<file path="config.mk">
export PLATFORM = sky130hd
export DESIGN_NAME = sar_scale
export DESIGN_NICKNAME = d
export VERILOG_FILES = /design/src/hdl/sar_pkg.sv /design/src/hdl/sar_scale.sv
export SDC_FILE = /design/constraint.sdc
export NUM_CORES = 2
export LEC_CHECK = 0
export BUFFER_PORTS_ARGS = -buffer_cell sky130_fd_sc_hd__buf_2
export CAP_MARGIN = 20
export CORE_ASPECT_RATIO = 2
export CORE_MARGIN = 5
export CORE_UTILIZATION = 40
export CTS_CLUSTER_DIAMETER = 30
export DETAILED_ROUTE_END_ITERATION = 6
export PLACE_DENSITY_LB_ADDON = 0.1
export SETUP_SLACK_MARGIN = 0.05
export SLEW_MARGIN = 10
export SYNTH_ARGS = -nofsm -noshare
export SYNTH_HDL_FRONTEND = slang
export SYNTH_SLANG_ARGS = --single-unit
</file>
<file path="constraint.sdc">
create_clock -name clk -period 10.3 [get_ports clk]
set_input_delay 2.06 -clock clk [delete_from_list [all_inputs] [get_ports clk]]
set_output_delay 2.06 -clock clk [all_outputs]
set_load 0.01 [all_outputs]
</file>
<file path="src/hdl/sar_pkg.sv">
package sar_pkg;

  localparam int unsigned DefRows = 1024;
  localparam int unsigned DefCols = 16;

  localparam int unsigned CfgIdxW  = 3;
  localparam int unsigned CfgDataW = 31;

  localparam logic [CfgIdxW-1:0] REG_LEARN_RATE = 3'd0;
  localparam logic [CfgIdxW-1:0] REG_B1_POWER   = 3'd1;
  localparam logic [CfgIdxW-1:0] REG_B2_POWER   = 3'd2;
  localparam logic [CfgIdxW-1:0] REG_BETA_ONE   = 3'd3;
  localparam logic [CfgIdxW-1:0] REG_BETA_TWO   = 3'd4;
  localparam logic [CfgIdxW-1:0] REG_EPSILON    = 3'd5;
  localparam logic [CfgIdxW-1:0] REG_ROWS_USED  = 3'd6;
  localparam logic [CfgIdxW-1:0] REG_ROW_WIDTH  = 3'd7;

  localparam logic [24:0] OneQ24 = 25'h100_0000;

  typedef enum logic [0:0] {
    CMD_APPLY = 1'b0,
    CMD_LOAD  = 1'b1
  } cmd_t;

  // classified transaction handed from front to back
  typedef struct packed {
    logic        load;
    logic        skip;
    logic [31:0] grad;
    logic [31:0] m_load;
    logic [30:0] v_load;
  } item_t;

  typedef struct packed {
    logic [31:0] p;
    logic [31:0] m;
    logic [30:0] v;
    logic        status;
  } result_t;

  typedef enum logic [2:0] {
    BK_IDLE,
    BK_READ,
    BK_MOM,
    BK_ROOT,
    BK_MUL,
    BK_DIV,
    BK_DONE
  } back_state_t;

  typedef enum logic [1:0] {
    SC_IDLE,
    SC_ROOT,
    SC_MUL,
    SC_DIV
  } scale_state_t;

endpackage

</file>
<file path="src/hdl/sar_scale.sv">
module sar_scale (
  input  logic        clk,
  input  logic        rst,
  input  logic        start,
  input  logic [30:0] learn_rate,
  input  logic [23:0] beta_one_power,
  input  logic [23:0] beta_two_power,
  output logic [31:0] step_scale,
  output logic        busy
);

  sar_pkg::scale_state_t state, state_next;
  logic [49:0] rad;
  logic [49:0] rem;
  logic [24:0] root;
  logic [5:0]  cnt;
  logic [55:0] num;
  logic [24:0] div_d;
  logic [55:0] drem;
  logic [54:0] quo;
  logic [49:0] trial;
  logic [55:0] dtrial;

  // a new start restarts the computation from any state
  always_comb begin
    state_next = state;
    if (start) begin
      state_next = sar_pkg::SC_ROOT;
    end else begin
      unique case (state)
        sar_pkg::SC_IDLE: state_next = sar_pkg::SC_IDLE;
        sar_pkg::SC_ROOT: if (cnt == 6'd24) state_next = sar_pkg::SC_MUL;
        sar_pkg::SC_MUL:  state_next = sar_pkg::SC_DIV;
        sar_pkg::SC_DIV:  if (cnt == 6'd55) state_next = sar_pkg::SC_IDLE;
        default:          state_next = sar_pkg::SC_IDLE;
      endcase
    end
  end

  always_comb begin
    busy   = (state != sar_pkg::SC_IDLE) || start;
    trial  = {rem[47:0], rad[49:48]} - {23'd0, root, 2'b01};
    dtrial = {drem[54:0], num[55]} - {31'd0, div_d};
  end

  always_ff @(posedge clk) begin
    if (rst) begin
      state      <= sar_pkg::SC_ROOT;
      cnt        <= 6'd0;
      rad        <= {1'b0, sar_pkg::OneQ24 - 25'd16760438, 24'd0};
      rem        <= '0;
      root       <= '0;
      div_d      <= 25'(sar_pkg::OneQ24) - 25'd15099494;
      step_scale <= '0;
    end else begin
      state <= state_next;
      if (start) begin
        cnt   <= 6'd0;
        rad   <= {1'b0, sar_pkg::OneQ24 - {1'b0, beta_two_power}, 24'd0};
        rem   <= '0;
        root  <= '0;
        div_d <= sar_pkg::OneQ24 - {1'b0, beta_one_power};
      end else begin
        unique case (state)
          sar_pkg::SC_IDLE: ;
          sar_pkg::SC_ROOT: begin
            rad <= {rad[47:0], 2'b00};
            if (!trial[49]) begin
              rem  <= trial;
              root <= {root[23:0], 1'b1};
            end else begin
              rem  <= {rem[47:0], rad[49:48]};
              root <= {root[23:0], 1'b0};
            end
            cnt <= (cnt == 6'd24) ? 6'd0 : cnt + 6'd1;
          end
          sar_pkg::SC_MUL: begin
            num  <= 56'(learn_rate * root);
            drem <= '0;
            quo  <= '0;
          end
          sar_pkg::SC_DIV: begin
            num <= {num[54:0], 1'b0};
            if (!dtrial[55]) begin
              drem <= dtrial;
              quo  <= {quo[53:0], 1'b1};
            end else begin
              drem <= {drem[54:0], num[55]};
              quo  <= {quo[53:0], 1'b0};
            end
            cnt <= cnt + 6'd1;
            if (cnt == 6'd55) begin
              if (!dtrial[55]) step_scale <= (|quo[54:31]) ? '1 : {quo[30:0], 1'b1};
              else step_scale <= (|quo[54:31]) ? '1 : {quo[30:0], 1'b0};
            end
          end
          default: ;
        endcase
      end
    end
  end

endmodule

</file>
* Yosys cells after proc, flatten, opt, wreduce, memory -nomap -nowiden
Index checks and enable logic that the tools add are counted.
** Word-level totals
- Bits in registers :: 330
- Input port bits :: 82
- Output and inout port bits :: 33
- Logic and storage cells :: 54
** Operators by class
- Add/sub/neg operators :: 5
- Multiply operators :: 1
- Equal/unequal tests :: 7
- Muxes and demuxes :: 17
- Bitwise logic cells :: 2
- Reductions and logical operators :: 11
** Operators with widths (count)
- $pmux W55 S2 :: 2
- $pmux W56 S2 :: 1
- $mux W49 :: 2
- $mux W32 :: 3
- $mul A31 B25 Y56 :: 1
- $sub A56 B25 Y56 :: 1
- $mux W55 :: 1
- $sub A25 B24 Y25 const A :: 2
- $sub A50 B27 Y50 :: 1
- $mux W48 :: 1
- $reduce_or A24 Y1 :: 1
- $pmux W6 S2 :: 1
- $pmux W2 S4 :: 1
- $reduce_bool A2 Y1 :: 4
- $add A6 B1 Y6 const B :: 1
- $eq A6 B5 Y1 const B :: 1
- $eq A6 B6 Y1 const B :: 1
- $mux W6 :: 1
- $reduce_and A3 Y1 :: 2
- $eq A2 B2 Y1 const B :: 2
- $mux W2 :: 2
- $ne A2 B2 Y1 const B :: 2
- $eq A2 B1 Y1 const B :: 1
- $logic_not A2 Y1 :: 1
- other kinds (5) :: 7

* Longest topological paths before layout
- Depth after elaboration :: 3
- Mapped depth :: 28
- Depth with buffers taken out :: 26

* Worst setup path before layout
OpenSTA, ideal clock, no wires.
- Kind :: input to register
- Start point :: input port start
- End point :: register drem[0] (enable)
- Setup time :: 0.694 ns
- Arrival time :: 9.782 ns
- Required time :: 9.606 ns
- Path slack :: -0.175 ns
- Stages on the path :: 5
- Path buffers :: 3
- Cell sequence :: clkbuf_1 -> or2_2 -> clkbuf_1 -> clkbuf_1 -> nor2_1
** On the way
- Word-level cells in the longest chain between the ends :: 2
** RTL lines
- start: declaration :: line sar_scale.sv:4 : input logic start,
- $not A1 Y1 (no line)
- $reduce_and A3 Y1 (no line)
- end signal: assignment :: line sar_scale.sv:85 : drem <= dtrial;
- end signal: assignment :: line sar_scale.sv:88 : drem <= {drem[54:0], num[55]};
- end: declaration :: line sar_scale.sv:19 : logic [55:0] drem;
Every way passes these cells.
A chain may end at the register's enable or synchronous reset.

* Worst setup path after layout
- Start point :: input port learn_rate[15]
- End point :: register num[54] (data pin)
** On the way
- Word-level cells in the longest chain between the ends :: 2
** RTL lines
- start: declaration :: line sar_scale.sv:5 : input logic [30:0] learn_rate,
- $mul A31 B25 Y56 :: line sar_scale.sv:78 : num <= 56'(learn_rate * root);
- $pmux W56 S2 :: line sar_scale.sv:64 : unique case (state)
- end signal: assignment :: line sar_scale.sv:78
- end signal: assignment :: line sar_scale.sv:83 : num <= {num[54:0], 1'b0};
- end: declaration :: line sar_scale.sv:17 : logic [55:0] num;
Every way passes these cells.

==> metrics.md <==
| Metric | Value |
|---|---|
| Post-CTS setup buffers | 0 |
| Asr flop ratio synth | 0% |
| Starting Density | 40.3% |
| # clock sinks | 330 |
| Drt total wl | 130,000 um |
| Worst setup path class | in2reg |
| CP Launch Type | input port |
| Setup Skew | 0.0380 ns |
| Final setup vio count | 0 |
| Pwr dens | 138 mW/mm^2 |
| Post-cts resize count | 0 |
| Fillers | 10,339 |
| Number of port buffers | 114 |
| Area growth syn-to-layout | 10.2% |
| Synth cell types | 73 |
| Tcrit/Tclk final | 90.0% |
| Antenna violations before repair | 2 |
| Antenna cell count | 0 |
| Top_reg_cell synth | edfxtp_1 |
| Hold Crit Class | reg2reg |
| Core ar. | 0.105 mm^2 |
| RSZ-0062 raised after global routing | false |
| Mapped cell area | 0.0423 mm^2 |
| # placed instances | 5,956 |
| Final count of hold timing violations | 0 |
| Lkg Pwr | 22.0 nW |
| Area contributors post-synth | fa_1, edfxtp_1, dfxtp_1 |
| Routability cong. | 0.901 |
| Setup tns final | 0 ns |
| Sequential area share after synthesis | 19.6% |
| Post-layout minimum cycle time | 9.27 ns |
| Detail Placement HPWL | 103,000 um |
| Vias in the first global route | 35,031 |
| Final Non-Filler Cells | 6,080 |
| Post-DRT Antenna Nets | 0 |
| Warnings, synthesis | 0 |
| CP Max Fanout | 25 |
| Synthesized netlist cell count | 4,653 |
| WL/cell | 21.5 um |
| Rows | 168 |
| Critical path required time | 10.63 ns |
| Hold_buf cts | 0 |
| Worst path arrival time | 9.59 ns |
| F_max | 0.108 GHz |
| Max Cap Viol | 0 |
| Largest net degree at the start of global routing | 167 |
| Synth top area share | 31.5% |
| Via-to-Cell Ratio | 5.26 |
| Count of pins over their slew limit | 0 |
| Status | completed |
| Die Wd | 240 um |
| Drt initial violations | 1,409 |
| # H-tree levels | 3 |
| I/O Pins | 115 |
| CTS buffer count | 66 |
| Syn nets | 5,651 |
| Clk buf depth | 3 |
| CP Capture Type | flip-flop |
| Grt ovf | 0 |
| Die area | 0.113 mm^2 |
| Worst slew pin tran | 1.09 ns |
| Residual DRC count | 0 |
| Worst slew margin | 27.2% |
| Die height | 470 um |
| Count of state elements after synthesis | 330 |
| CTS Root Cell | clkbuf_16 |
| Syn_area_per_cell | 9.08 um^2 |
| Clock Latency Late Sink | 0.62 ns |
| Tot GR Track Use | 23.2% |
| VDD IR max | 0.289 mV |
| First-pass GRT wire length | 200,000 um |
| DR vias | 31,954 |
| TritonCTS clock tree | done |
| Share of post-route cells with drive strength above 1 | 8.33% |
| DRT Pass-1 Iters | 5 |
| Final nets | 5,664 |
| Post-synth top area cell | fa_1 |
| Post-synth EDFFs | 166 |
| Clock Pin Slew Worst Setup and Hold Paths | 0.05 ns |
-- per-stage QoR --
step           worst slack (ns)  util, %  area [um^2]  power [W]  hold WS (ns)
3_3_place_gp              0.456     42.2        44200    0.00429         0.464
3_5_place_dp              0.475     42.2        44300    0.00430         0.464
6_report                   1.03     44.4        46600    0.00641         0.469
5_1_grt                   0.730     44.4        46600    0.00686         0.493
4_1_cts                    1.09     44.3        46500    0.00649         0.471
2_1_floorplan              1.60        -        42300    0.00358         0.446
-- cell type report --
type / instances / area [um^2] / area share, %
Multi-Input combinational cell: 3261 / 30000 / 64.5
Sequential cell: 330 / 8270 / 17.8
Inverter: 804 / 3020 / 6.48
Clock buffer: 77 / 1780 / 3.82
Tap cell: 1360 / 1700 / 3.65
Timing Repair Buffer: 203 / 1310 / 2.81
Clock inverter: 45 / 455 / 0.978
-- cell families (layout without fill, tap and decap cells) --
group	after synthesis	after routing	share of synthesized area, %
AO/OA/AOI/OAI	612	612	9.36
XOR/XNOR	164	164	3.42
adder cells (fa/ha/maj)	916	916	38.9
buffers and inverters	1062	1129	9.56
flip-flops	330	330	19.6
multiplexers	55	55	1.32
AND/OR/NAND/NOR	1514	1514	17.9
-- synthesized netlist by cell type, drive strengths merged, types with 6 or more instances --
cell type  count
o31ai         18
nand2b        28
edfxtp       166
o221a         33
or4           21
nand3b         6
buf           22
a31oi         34
a311oi         7
and2         460
a21oi        166
nand2        610
o211ai        22
a21o          62
nand4         15
or2           14
xor2          71
mux2           6
o21bai        10
inv          804
nor2b         34
o21ai        154
a211oi        50
nor4          31
xnor2         93
nor3          32
dfxtp        164
nand3         41
o21a          10
nor2         159
or3           34
mux2i         49
clkbuf       236
fa           665
ha           251
and3          16
-- worst max-delay path, stage by stage --
cell,delay [ns]
buf_2,0.44
and2_1,0.23
fa_1,0.45
fa_1,0.60
inv_1,0.07
fa_1,0.57
fa_1,0.49
fa_1,0.56
inv_1,0.05
fa_1,0.49
inv_1,0.06
fa_1,0.48
inv_1,0.05
ha_1,0.35
a21oi_1,0.17
o21ai_0,0.18
o2111ai_1,0.23
a21oi_1,0.11
o31ai_1,0.29
buf_4,0.18
a31oi_1,0.12
o31ai_1,0.52
o21ai_0,0.30
a41oi_1,0.30
xor2_1,0.16
o21ai_0,0.08
-- power breakdown --
| part | internal, W | switching (W) |
|---|---|---|
| Clock | 0.00134 | 0.000805 |
| Combinational | 0.00109 | 0.00158 |
| Sequential | 0.00148 | 0.000110 |
| Total | 0.00392 | 0.00250 |
-- path summary, 6_finish.rpt --
check | to | startpoint | cells past startpoint | slack (ns)
setup / recovery | num[54] | learn_rate[15] | 26 | 1.03
hold reg to reg | div_d[5] | div_d[5] | 2 | 0.47
setup reg to reg | num[54] | root[2] | 26 | 1.81
hold / removal | div_d[5] | div_d[5] | 2 | 0.47
-- routing by layer --
| metal | share of wire [%] | GRT usage (%) | up-vias | wire, um |
|---|---|---|---|---|
| met4 | 8.0 | 14.6 | 0 | 10400 |
| met3 | 2.4 | 1.99 | 342 | 3170 |
| met5 | 0 | 0 | - | 0 |
| met1 | 32 | 21.9 | 16221 | 41600 |
| li1 | - | - | 14716 | - |
| met2 | 58 | 46.4 | 675 | 75300 |
-- flip-flops by register name, summed over array words and instances (netlist names) --
signal and flops:
quo 55, step_scale 32, cnt 6, num 56
root 25, rem 48, drem 55, state 2
div_d 25, rad 26
-- layout by cell type (no fill, tap or decap), drive strengths merged, types with 41 or more instances in the layout --
cell / instances
edfxtp: 166
dfxtp: 164
nand2: 610
xor2: 71
clkbuf: 78
mux2i: 49
o21ai: 154
nand3: 41
a211oi: 50
and2: 460
ha: 251
a21o: 62
a21oi: 166
inv: 823
fa: 665
xnor2: 93
nor2: 159
buf: 202
(Power assumes the default switching activity.)
