===== src/hdl/sar_pkg.sv =====
package sar_pkg;

  localparam int unsigned DefRows = 1024;
  localparam int unsigned DefCols = 16;

  localparam int unsigned CfgIdxW  = 3;
  localparam int unsigned CfgDataW = 31;

  localparam logic [CfgIdxW-1:0] REG_LEARN_RATE = 3'd0;
  localparam logic [CfgIdxW-1:0] REG_B1_POWER   = 3'd1;
  localparam logic [CfgIdxW-1:0] REG_B2_POWER   = 3'd2;
  localparam logic [CfgIdxW-1:0] REG_BETA_ONE   = 3'd3;
  localparam logic [CfgIdxW-1:0] REG_BETA_TWO   = 3'd4;
  localparam logic [CfgIdxW-1:0] REG_EPSILON    = 3'd5;
  localparam logic [CfgIdxW-1:0] REG_ROWS_USED  = 3'd6;
  localparam logic [CfgIdxW-1:0] REG_ROW_WIDTH  = 3'd7;

  localparam logic [24:0] OneQ24 = 25'h100_0000;

  typedef enum logic [0:0] {
    CMD_APPLY = 1'b0,
    CMD_LOAD  = 1'b1
  } cmd_t;

  // classified transaction handed from front to back
  typedef struct packed {
    logic        load;
    logic        skip;
    logic [31:0] grad;
    logic [31:0] m_load;
    logic [30:0] v_load;
  } item_t;

  typedef struct packed {
    logic [31:0] p;
    logic [31:0] m;
    logic [30:0] v;
    logic        status;
  } result_t;

  typedef enum logic [2:0] {
    BK_IDLE,
    BK_READ,
    BK_MOM,
    BK_ROOT,
    BK_MUL,
    BK_DIV,
    BK_DONE
  } back_state_t;

  typedef enum logic [1:0] {
    SC_IDLE,
    SC_ROOT,
    SC_MUL,
    SC_DIV
  } scale_state_t;

endpackage


===== src/hdl/sar_front.sv =====
module sar_front #(
  parameter int unsigned ROWS = sar_pkg::DefRows,
  parameter int unsigned COLS = sar_pkg::DefCols,
  parameter int unsigned AW   = $clog2(ROWS * COLS)
) (
  input  logic               clk,
  input  logic               rst,
  input  logic               in_valid,
  output logic               in_ready,
  input  logic               cmd,
  input  logic [9:0]         row,
  input  logic [3:0]         column,
  input  logic [31:0]        grad_value,
  input  logic [31:0]        first_moment_load,
  input  logic [30:0]        second_moment_load,
  input  logic [10:0]        rows_in_use,
  input  logic [4:0]         row_width,
  input  logic               busy,
  output logic               q_valid,
  input  logic               q_ready,
  output sar_pkg::item_t     q_item,
  output logic [AW-1:0]      q_addr
);

  localparam int unsigned Depth = 2;

  sar_pkg::item_t    fifo_item [Depth];
  logic [AW-1:0]     fifo_addr [Depth];
  logic              wr_ptr;
  logic              rd_ptr;
  logic [1:0]        fill;
  logic              push;
  logic              pop;
  logic              skip;
  sar_pkg::item_t    item;
  logic [AW-1:0]     addr;
  logic [31:0]       flat;

  always_comb begin
    skip = ({1'b0, row} >= rows_in_use) || (32'(row) >= 32'(ROWS)) ||
           ({1'b0, column} >= row_width) || (32'(column) >= 32'(COLS));
    flat = 32'(row) * 32'(COLS) + 32'(column);
    addr = flat[AW-1:0];
    item.load   = (cmd == sar_pkg::CMD_LOAD);
    item.skip   = skip;
    item.grad   = grad_value;
    item.m_load = first_moment_load;
    item.v_load = second_moment_load;
  end

  assign in_ready = (fill != 2'd2) && !busy;
  assign push     = in_valid && in_ready;
  assign q_valid  = (fill != 2'd0);
  assign pop      = q_valid && q_ready;
  assign q_item   = fifo_item[rd_ptr];
  assign q_addr   = fifo_addr[rd_ptr];

  always_ff @(posedge clk) begin
    if (push) begin
      fifo_item[wr_ptr] <= item;
      fifo_addr[wr_ptr] <= addr;
    end
    if (rst) begin
      wr_ptr <= 1'b0;
      rd_ptr <= 1'b0;
      fill   <= 2'd0;
    end else begin
      if (push) wr_ptr <= ~wr_ptr;
      if (pop)  rd_ptr <= ~rd_ptr;
      fill <= fill + 2'(push) - 2'(pop);
    end
  end

endmodule


===== config.mk =====
export PLATFORM = sky130hd
export DESIGN_NAME = sar_front
export DESIGN_NICKNAME = d
export VERILOG_FILES = /design/src/hdl/sar_pkg.sv /design/src/hdl/sar_front.sv
export SDC_FILE = /design/constraint.sdc
export NUM_CORES = 1
export LEC_CHECK = 0
export BUFFER_PORTS_ARGS = -buffer_cell sky130_fd_sc_hd__buf_2
export CORE_ASPECT_RATIO = 0.5
export CORE_MARGIN = 2
export CORE_UTILIZATION = 58
export CTS_BUF_LIST = sky130_fd_sc_hd__clkbuf_4
export CTS_CLUSTER_DIAMETER = 60
export DETAILED_ROUTE_END_ITERATION = 8
export PLACE_DENSITY = 0.88
export SYNTH_ARGS = -nofsm -noshare
export SYNTH_HDL_FRONTEND = slang
export SYNTH_SLANG_ARGS = --single-unit

===== constraint.sdc =====
create_clock -name clk -period 16.65 [get_ports clk]
set_input_delay 0 -clock clk [delete_from_list [all_inputs] [get_ports clk]]
set_output_delay 0 -clock clk [all_outputs]
set_load 0.05 [all_outputs]

# Word level (Yosys, flattened, before mapping)
# Memory sizes are Yosys's and may differ from the RTL's. A register that Yosys moved wholly into a read port is not among the register bits.
# Index checks and enable logic that the tools add are counted.
[totals] output_inout_bits=113 word_cells=25 mem_bits_rw=222 register_bits=4 input_bits=131 n_memories=2
[memory_table] name="fifo_item" words=2 word_bits=97 read_ports=1 rd_clocked_by_memory_dff=1 wr=1 line="sar_front.sv:27" text="sar_pkg::item_t fifo_item [Depth];"
[memory_table] name="fifo_addr" words=2 word_bits=14 read_ports=1 rd_clocked_by_memory_dff=1 wr=1 line="sar_front.sv:28" text="logic [AW-1:0] fifo_addr [Depth];"
[classes] mux=6 n_lt_le_gt_ge=2 n_reduce_logical=6 eq_ne=1 n_addsub=3 n_bitwise=2
[ops] operator="14-bit by 4-bit adder with 14-bit output" count=1
[ops] operator="10-bit by 11-bit >= comparator with 1-bit output" count=1
[ops] operator="1-bit 2-to-1 mux" count=6
[ops] operator="4-bit by 5-bit >= comparator with 1-bit output" count=1
[ops] operator="1-bit logical AND" count=3
[ops] operator="2-bit by 1-bit adder with 2-bit output" count=1
[ops] operator="2-bit inequality test, second input constant" count=1
[ops] operator="1-bit inverter" count=2
[ops] operator="2-bit nonzero test" count=1
[ops] operator="2-bit by 1-bit subtractor with 2-bit output" count=1
[ops] operator="1-bit logical NOT" count=1
[ops] operator="1-bit logical OR" count=1

# Longest topological paths before layout
# Gate-level depths: netlist (run 1).
[depth] ltp_word=5 depth_mapped=8 depth_no_buf=8

# Worst setup path after synthesis (run 1)
# No wires, ideal clock.
[synth_timing] path_type="flip-flop to flip-flop" from="register fill[1]" to="memory fifo_addr[0][0] in the netlist's numbering, enable pin" path_stages_with_launch=4 required_time_ns=16.068 slack_ns=10.908 synth_period_minus_slack_ns=5.742 setup_ns=0.582 arrival_ns=5.160 n_path_buf=0 path_cell_list="dfxtp_1 inv_1 o211ai_2 nor2_1"
[synth_between] elab_chain_cells=5
[synth_lines] element="from (decl)" line="sar_front.sv:31" text="logic [1:0] fill;"
[synth_lines] element="from (signal assigned)" line="sar_front.sv:70" text="fill <= fill + 2'(push) - 2'(pop);"
[synth_lines] element="2-bit inequality test" line="sar_front.sv:51" text="assign in_ready = (fill != 2'd2) && !busy;"
[synth_lines] element="1-bit logical AND" line="sar_front.sv:51"
[synth_lines] element="1-bit logical AND" line="sar_front.sv:52" text="assign push = in_valid && in_ready;"
[synth_lines] element="1-bit 2-to-1 mux" line="sar_front.sv:59" text="if (push) begin"
[synth_lines] element="1-bit 2-to-1 mux (implied by the code)" line="sar_front.sv:61" text="fifo_addr[wr_ptr] <= addr;"
[synth_lines] element="to (decl)" line="sar_front.sv:28"
# Every way passes these cells.

# Worst setup path after layout (run 1)
[layout_timing] from="register fill[1]" to="memory fifo_item[1][65] in the netlist's numbering, enable pin"
[layout_between] elab_chain_cells=5
[layout_lines] element="2-bit inequality test" line="sar_front.sv:51"
[layout_lines] element="1-bit logical AND" line="sar_front.sv:51"
[layout_lines] element="1-bit logical AND" line="sar_front.sv:52"
[layout_lines] element="1-bit 2-to-1 mux" line="sar_front.sv:59"
[layout_lines] element="1-bit 2-to-1 mux (implied by the code)" line="sar_front.sv:60" text="fifo_item[wr_ptr] <= item;"
[layout_lines] element="to (decl)" line="sar_front.sv:27"
# Every way passes these cells.

==> results of run 1 <==
[cell usage after synthesis, drive strengths merged]
master	instances	area share
inv	18	0.0078
o21ai	2	0.0012
nor2b	1	0.00073
mux2	111	0.14
nand4	1	0.00073
nor2	12	0.0052
and2	1	0.00073
ha	16	0.023
a211o	1	0.0010
edfxtp	222	0.77
nand4b	1	0.0010
dfxtp	5	0.012
buf	12	0.014
o21a	1	0.00087
nand2b	1	0.0016
o211ai	2	0.0023
or2	2	0.0015
o31ai	1	0.00087
a21oi	2	0.0012
a211oi	2	0.0023
a21o	1	0.00087
xnor2	4	0.0041
[power breakdown]
| group | leakage [nW] | internal (mW) | total (mW) | switching, mW |
|---|---|---|---|---|
| combinational | 2.16 | 0.176 | 0.574 | 0.398 |
| sequential | 2.08 | 0.677 | 0.709 | 0.0321 |
| clock | 0.371 | 0.211 | 0.419 | 0.208 |
| total | 4.61 | 1.06 | 1.70 | 0.638 |
[metrics by stage]
step,total power [mW],util,instances
after global routing,1.77,0.813,1052
after global placement,1.26,0.691,852
after floorplan,1.16,-,419
after detailed placement,1.27,0.691,852
final,1.70,0.813,1052
after CTS,1.69,0.813,1052
[registers in the layout, summed over array words and instances, names as in the netlist, named ones only]
name	cells
wr_ptr	1
fifo_addr	28
fifo_item	194
rd_ptr	1
fill	2
[path summary, 6_finish.rpt]
path / startpoint / to
worst max-delay path: fill[1] / fifo_item[1][65]
worst min-delay path: busy / fifo_addr[1][1]
worst max register to register: fill[1] / fifo_item[1][65]
worst min register to register: rd_ptr / rd_ptr
[routing by layer]
| metal | track usage | up-vias |
|---|---|---|
| li1 | - | 2466 |
| met1 | 0.288 | 2634 |
| met2 | 0.476 | 248 |
| met3 | 0.0630 | 55 |
| met4 | 0.110 | 0 |
| met5 | 0 | - |
[worst min-delay path, stage by stage]
cell	delay (ps)
buf_2	90
inv_1	60
o211ai_2	160
nor2_4	170
[final cells by class]
type | count | area (sq um)
Clock inverter | 6 | 22.5
Clock buffer | 78 | 586
Inverter | 18 | 67.6
Tap cell | 198 | 248
Multi-Input combinational cell | 162 | 1690
Sequential cell | 227 | 6770
Fill cell | 717 | 2720
Timing Repair Buffer | 363 | 2410
[logic make-up (layout without fill, tap and decap cells)]
group,Yosys count,in the layout,synth area share
flip-flops,227,227,0.784
multiplexers,111,111,0.145
buffers and inverters,30,465,0.0216
AND/OR/NAND/NOR,19,19,0.0115
adder cells (fa/ha/maj),16,16,0.0232
AO/OA/AOI/OAI,12,12,0.0106
XOR/XNOR,4,4,0.00406
==> impl_metrics.tcl, run 1 <==
set metrics [dict create \
    required_ps 16870 \
    hp-class "input port to flip-flop" \
    grt_setup_unrepaired "false" \
    drtIter0Drc 331 \
    synth.net_count 566 \
    synth_area_sq_um 8630 \
    die_area_sq_um 15900 \
    viasPerCell 5.14 \
    synth-seq-cells 227 \
    clock-sinks 227 \
    tritoncts "done" \
    grt_usage 0.259 \
    status "finished, final reports clean" \
    num_vias 5403 \
    cp-start-kind "flip-flop" \
    postCtsSetupBuffers 0 \
    io_buffers 243 \
    tns_ps 0 \
    crit_type "flip-flop to flip-flop" \
    max-vdd-ir-drop_mv 0.0816 \
    ys_types 27 \
    die_h_um 90.2 \
    ctsHoldBuffers 116 \
    final_common_cell "buf_2" \
    crit_family "buffers and inverters" \
    slew_violations 0 \
    leakage_nw 4.61 \
    worstSkewPairLatency_ps 610 \
    slew_headroom 0.247 \
    max-cap-violations 0 \
    met1_length_um 7430 \
    reg2reg_depth 5 \
    diodes 0 \
    wl_met3_um 1220 \
    crit_path_frequent_cell "buf_4" \
    drive_above_1_share 0.520 \
    met2WireLength_um 11000 \
    fin_worst_skew_ps 32.8 \
    num_rows 31 \
    path_buf_inv 3 \
    fmax_mhz 346 \
    grt_pass1_vias 5966 \
    path_depth 5 \
    finalInstanceArea_sq_um 11800 \
    hpwl_um 10700 \
    core_sq_um 14500 \
    post_cts_resized 0 \
    detail-route-antenna-nets 0 \
    die_w_um 176 \
    hold_depth 4 \
    cts_htree_levels 2 \
    setup_ws_ps 13760 \
    overflow 0 \
    boundaryPins 244 \
    final_cell_mix "buf_2 (243), edfxtp_1 (222), dlygate4sd3_1 (116)" \
    cp-end-kind "flip-flop" \
    hold_violations 0 \
    tightest_slew_ps 1130 \
    placed_cell_area_sq_um 10000 \
    synthToLayoutAreaGrowth_pct 36.7 \
    critPathMaxFanout 50 \
    clockRootBuffer "clkbuf_4" \
    whs_ps 81.2 \
    p_per_area_nw_per_um2 144 \
    wl_um 20300 \
    syn_avg_cell_area_sq_um 20.6 \
    dp_slack_ps 13750 \
    cts.path.max_buffers 3 \
    yosysWarningCount 0 \
    cpMaxStageDelayCell "buf_4" \
    numCtsBuffers 49 \
    grt_start_max_net_pins 74 \
    arrival_ps 3110 \
    drt_pass1_iterations 4 \
    path_cells "inv_1 > o211ai_2 > nor2_4 > buf_4 > buf_4" \
    drc 0 \
    reg2reg_setup_slack_ps 13760 \
    fin_nets 968 \
    syn_inst 419 \
    routed.top_layer "met4" \
    max_stage_delay_ps 650 \
    wl_per_cell_um 19.3 \
    period_needed_ps 2890 \
    initial_utilization 0.595 \
    place.gp.congestion 0.739 \
    yosysSeqAreaShare 0.784 \
    setup_viol_count_final 0 \
    period_share 0.173 \
    antenna_found_initial 0 \
    cts.reportedPaths.clkPinSlew_ps 70 \
    grt_first_pass_wirelength_um 31300 \
]
(Power assumes the default switching activity.)
==> run 2, diff against run 1 <==
ABC_AREA = 1   (was not set)
CORE_UTILIZATION = 54   (was 58)
PLACE_DENSITY = 0.82   (was 0.88)
clock period = 2.7 ns   (was 16.65 ns; I/O delays follow)
==> impl_metrics.tcl, run 2 <==
set metrics [dict create \
    cpMaxStageDelayCell "dlygate4sd3_1" \
    arrival_ps 3020 \
    cts_htree_levels 2 \
    boundaryPins 244 \
    die_w_um 183 \
    yosys-top-cells-count "edfxtp_1 (222), mux2_2 (111), inv_1 (29)" \
    grt_usage 0.236 \
    ys_async_sr_fraction 0 \
    crit_type "input port to flip-flop" \
    crit_family "buffers and inverters" \
    synth_area_leaders "edfxtp_1 (77%), mux2_2 (14%), ha_1 (2.3%)" \
    num_vias 5457 \
    yosysWarningCount 0 \
    ys_types 16 \
    fill_cells 877 \
    path_cells "dlygate4sd3_1 > buf_2 > ha_1 > a21oi_1 > nor2_1 > dlygate4sd3_1 > nor2_1 > dlygate4sd3_1 > nand3_1 > dlygate4sd3_1" \
    slew_headroom 0.589 \
    fin_worst_skew_ps 31.6 \
    synth_area_sq_um 8690 \
    syn_inst 450 \
    reg2reg_setup_slack_ps 220 \
    die_h_um 93.7 \
    crit_path_frequent_cell "dlygate4sd3_1" \
    grt_first_pass_wirelength_um 30400 \
    max_stage_delay_ps 570 \
    cp-start-kind "input port" \
    postCtsSetupBuffers 0 \
    synthToLayoutAreaGrowth_pct 38.8 \
    fmax_mhz 374 \
    place.gp.congestion 0.760 \
    fin_util 0.774 \
    tritoncts "done" \
    die_area_sq_um 17200 \
    path_buf_inv 5 \
    total_power_mw 10.2 \
    fin_nets 1009 \
    drtIter0Drc 234 \
    hpwl_um 11500 \
    setup_viol_count_final 0 \
    netlist.area_leader.share 0.767 \
    synth_edf_count 222 \
    p_per_area_nw_per_um2 846 \
    numCtsBuffers 49 \
    cts.path.max_buffers 3 \
    synth.net_count 597 \
    grt_start_max_net_pins 63 \
    ys.flop_type "edfxtp_1" \
    hold_depth 3 \
    yosysSeqAreaShare 0.779 \
    tightest_slew_ps 614 \
    worstSkewPairLatency_ps 590 \
    cts.reportedPaths.clkPinSlew_ps 80 \
    synth_most_common_cell "edfxtp_1" \
    timing.rr.end "fifo_item[1][82]" \
    hold-path-endpoint "fill[0]" \
    synth-seq-cells 227 \
    max-vdd-ir-drop_mv 0.415 \
    cp-end-kind "flip-flop" \
    grt_pass1_vias 5950 \
    wl_per_cell_um 18.2 \
    period_needed_ps 2670 \
    detail-route-antenna-nets 0 \
    reg_top3 "fifo_item: 194 flops, fifo_addr: 28 flops, fill: 2 flops" \
    drive_above_1_share 0.500 \
    hold_violations 0 \
    largest_reg_flops 194 \
    overflow 0 \
    viasPerCell 4.94 \
    hp-class "input port to flip-flop" \
    drc 0 \
    clockRootBuffer "clkbuf_4" \
    wl_um 20100 \
    drt_pass1_iterations 4 \
    status "finished, final reports clean" \
    diodes 0 \
    hold_start "rst" \
    required_ps 3050 \
    core_sq_um 15600 \
    reg2reg_depth 6 \
    num_rows 32 \
    syn_avg_cell_area_sq_um 19.3 \
    max-cap-violations 0 \
    synth.largest_area_cell "edfxtp_1" \
    final_cell_mix "buf_2 (243), edfxtp_1 (222), dlygate4sd3_1 (119)" \
    leakage_nw 4.78 \
    top_register "fifo_item" \
    antenna_found_initial 0 \
    initial_utilization 0.558 \
    grt_setup_unrepaired "false" \
    slew_violations 0 \
    period_share 0.991 \
    r2r-start "fill[0]" \
    io_buffers 243 \
    final_common_cell "buf_2" \
    clock-sinks 227 \
    critPathMaxFanout 3 \
]
==> run 2: routing by layer <==
layer  vias to the layer above  part of all wire  GRT usage
li1                       2578                 -          -
met1                      2677              0.38      0.256
met2                       175              0.56      0.459
met3                        27             0.047     0.0531
met4                         0             0.016     0.0813
met5                         -                 0          0
==> run 2: layout make-up <==
class | count | area [sq um] | share of cell area
Timing Repair Buffer | 373 | 2580 | 0.214
Sequential cell | 227 | 6770 | 0.561
Clock buffer | 77 | 578 | 0.0479
Inverter | 29 | 109 | 0.00902
Tap cell | 204 | 255 | 0.0212
Clock inverter | 12 | 45.0 | 0.00373
Multi-Input combinational cell | 182 | 1730 | 0.143
==> run 2: repair_timing <==
item	in CTS	in global routing
hold endpoints to repair	252	0
hold buffers	119	0
gates resized for setup	0	0
==> run 2: worst register-to-register path, delay by kind of cell, from the launching register on <==
| kind | cells | cell delay, ps |
|---|---|---|
| compound gates | 1 | 170 |
| buf+inv | 3 | 1040 |
| flops | 1 | 350 |
| simple gates | 2 | 590 |
==> run 2: worst max path at each step <==
stage / startpoint / to / slack, ps / cells past startpoint
floorplan: fill[0] / fifo_addr[1][0] / -290 / 4
global placement: fill[0] / fifo_item[1][82] / 880 / 5
detailed placement: fill[0] / fifo_item[1][78] / 840 / 5
CTS: row[9] / fifo_item[0][95] / 140 / 10
global route: row[9] / fifo_item[1][95] / 10 / 10
finish: row[9] / fifo_item[1][95] / 30 / 10
==> run 2: metrics by stage <==
| step | hold WS (ps) | instance area [sq um] | setup slack, ps | TNS, ps | std cells |
|---|---|---|---|---|---|
| floorplan | 59.1 | 8720 | -286 | -61160 | 450 |
| global placement | 168 | 10200 | 880 | 0 | 896 |
| detailed placement | 174 | 10200 | 835 | 0 | 896 |
| CTS | 53.2 | 12100 | 139 | 0 | 1104 |
| global route | 41.5 | 12100 | 12.4 | 0 | 1104 |
| finish | 98.7 | 12100 | 25.2 | 0 | 1104 |
==> run 2: power breakdown <==
part	total, mW	internal (mW)	switching, mW
logic	3.35	1.03	2.32
clock network	2.59	1.29	1.30
registers	4.26	4.18	0.0823
total	10.2	6.50	3.70
==> run 2: kinds of logic (layout without fill, tap and decap cells) <==
family	after synthesis	count (layout)	share of synthesized area
AOI/OAI and AO/OA	12	12	0.00720
xor gates and xnor gates	1	1	0.00101
adders and majority gates	16	16	0.0230
buffers and inverters	41	491	0.0266
DFF	227	227	0.779
muxes	111	111	0.144
and+or+nand+nor	42	42	0.0196
==> run 3, diff against run 2 <==
PLACE_DENSITY = 0.9   (was 0.82)
==> impl_metrics.tcl, run 3 (synthesized netlist as in run 2, its figures left out) <==
set metrics [dict create \
    leakage_nw 4.73 \
    slew_violations 0 \
    max-vdd-ir-drop_mv 0.393 \
    tritoncts "done" \
    p_clk_frac 0.259 \
    arrival_ps 2230 \
    num_vias 5549 \
    top_register "fifo_item" \
    antenna_found_initial 1 \
    wl_per_cell_um 19.5 \
    cts.path.max_buffers 3 \
    io_buffers 243 \
    final_cell_mix "buf_2 (243), edfxtp_1 (222), dlygate4sd3_1 (116)" \
    setup_viol_count_final 0 \
    p_per_area_nw_per_um2 861 \
    status "finished, final reports clean" \
    grt_start_max_net_pins 112 \
    reg_top3 "fifo_item: 194 flops, fifo_addr: 28 flops, fill: 2 flops" \
    grt_first_pass_wirelength_um 32100 \
    cts.reportedPaths.clkPinSlew_ps 90 \
    intPower_mw 6.52 \
    fmax_mhz 448 \
    hp-class "input port to flip-flop" \
    slew_headroom 0.558 \
    drive_above_1_share 0.502 \
    p_switching_mw 3.77 \
    cp-end-kind "primary output" \
    reg2reg_depth 9 \
    final_common_cell "buf_2" \
    seqPwrFrac 0.421 \
    drtIter0Drc 357 \
    final_cells 1095 \
    hold-path-endpoint "fifo_item[1][22]" \
    core_sq_um 15600 \
    hold_start "second_moment_load[22]" \
    seq_area_sq_um 6770 \
    hold_depth 2 \
    num_rows 32 \
    required_ps 2700 \
    multiInputGateArea_sq_um 1730 \
    fin_worst_skew_ps 25.1 \
    drc 0 \
    timing.rr.end "fill[1]" \
    p_sw_frac 0.366 \
    initial_utilization 0.558 \
    pwr-share-comb 0.320 \
    drt_pass1_iterations 5 \
    die_h_um 93.7 \
    r2r-start "fill[0]" \
    max-cap-violations 0 \
    boundaryPins 244 \
    cts_htree_levels 2 \
    detail-route-antenna-nets 0 \
    grt_usage 0.251 \
    place_inst 890 \
    tightest_slew_ps 663 \
    die_w_um 183 \
    grt_setup_unrepaired "false" \
    critPathMaxFanout 35 \
    synthToLayoutAreaGrowth_pct 37.5 \
    whs_ps 119 \
    fill_cells 846 \
    reg2reg_setup_slack_ps 830 \
    hold_violations 0 \
    die_area_sq_um 17200 \
    worstSkewPairLatency_ps 610 \
    crit_type "flip-flop to primary output" \
    overflow 0 \
    clockRootBuffer "clkbuf_4" \
    grt_pass1_vias 5890 \
    place.gp.congestion 0.780 \
    fin_nets 1001 \
    viasPerCell 5.07 \
    numCtsBuffers 50 \
    largest_reg_flops 194 \
    period_needed_ps 2230 \
    clock-sinks 227 \
    cp-start-kind "flip-flop" \
    period_share 0.828 \
    wl_um 21400 \
    hpwl_um 10800 \
]
## run 3: layout make-up
type / instances / share of cell area
Sequential cell: 227 / 0.567
Timing Repair Buffer: 364 / 0.205
Multi-Input combinational cell: 182 / 0.144
Clock buffer: 80 / 0.0503
Tap cell: 204 / 0.0214
Inverter: 29 / 0.00911
Clock inverter: 8 / 0.00262
Antenna cell: 1 / 0.000209
## run 3: how the worst max path moves through the flow
stage / depth (start not counted) / slack, ps / startpoint / end
5_1_grt: 3 / 310 / flip-flop / q_addr[11]
3_5_place_dp: 9 / 980 / fill[0] / fill[1]
2_1_floorplan: 4 / -290 / fill[0] / fifo_addr[1][0]
6_report: 3 / 470 / flip-flop / q_item[95]
3_3_place_gp: 5 / 1030 / fill[0] / fifo_item[1][54]
4_1_cts: 3 / 450 / flip-flop / q_addr[6]
## run 3: critical path, cell delays in order (launching register included)
cell and delay, ps:
dfxtp_4 660, buf_4 360, mux2_2 370, buf_2 220
## run 3: power by group through the flow
stage	combinational (mW)	clock (mW)	sequential [mW]
6_report	3.29	2.66	4.33
5_1_grt	3.41	2.91	4.36
4_1_cts	3.23	2.62	4.32
3_5_place_dp	3.08	0	4.40
3_3_place_gp	3.05	0	4.37
2_1_floorplan	2.52	0	4.32
## run 3: through the flow
stage,util,worst slack (ps),instance area (sq um),setup TNS (ps),power [mW]
after floorplan,-,-286,8720,-61160,6.84
after global placement,0.652,1030,10200,0,7.42
after detailed placement,0.652,976,10200,0,7.47
after CTS,0.767,451,11900,0,10.2
after global routing,0.767,306,11900,0,10.7
final,0.767,465,11900,0,10.3
## run 3: layer usage
metal  global-route usage  part of all wire
met5                    0                 0
met4               0.0960             0.028
met3               0.0550             0.053
met2                0.470              0.55
met1                0.283              0.37
## run 3: timing repair
item	in CTS	in global routing
endpoints found under the hold margin	227	0
hold buffers	116	0
gates resized for setup	0	0
buffers inserted	0	0
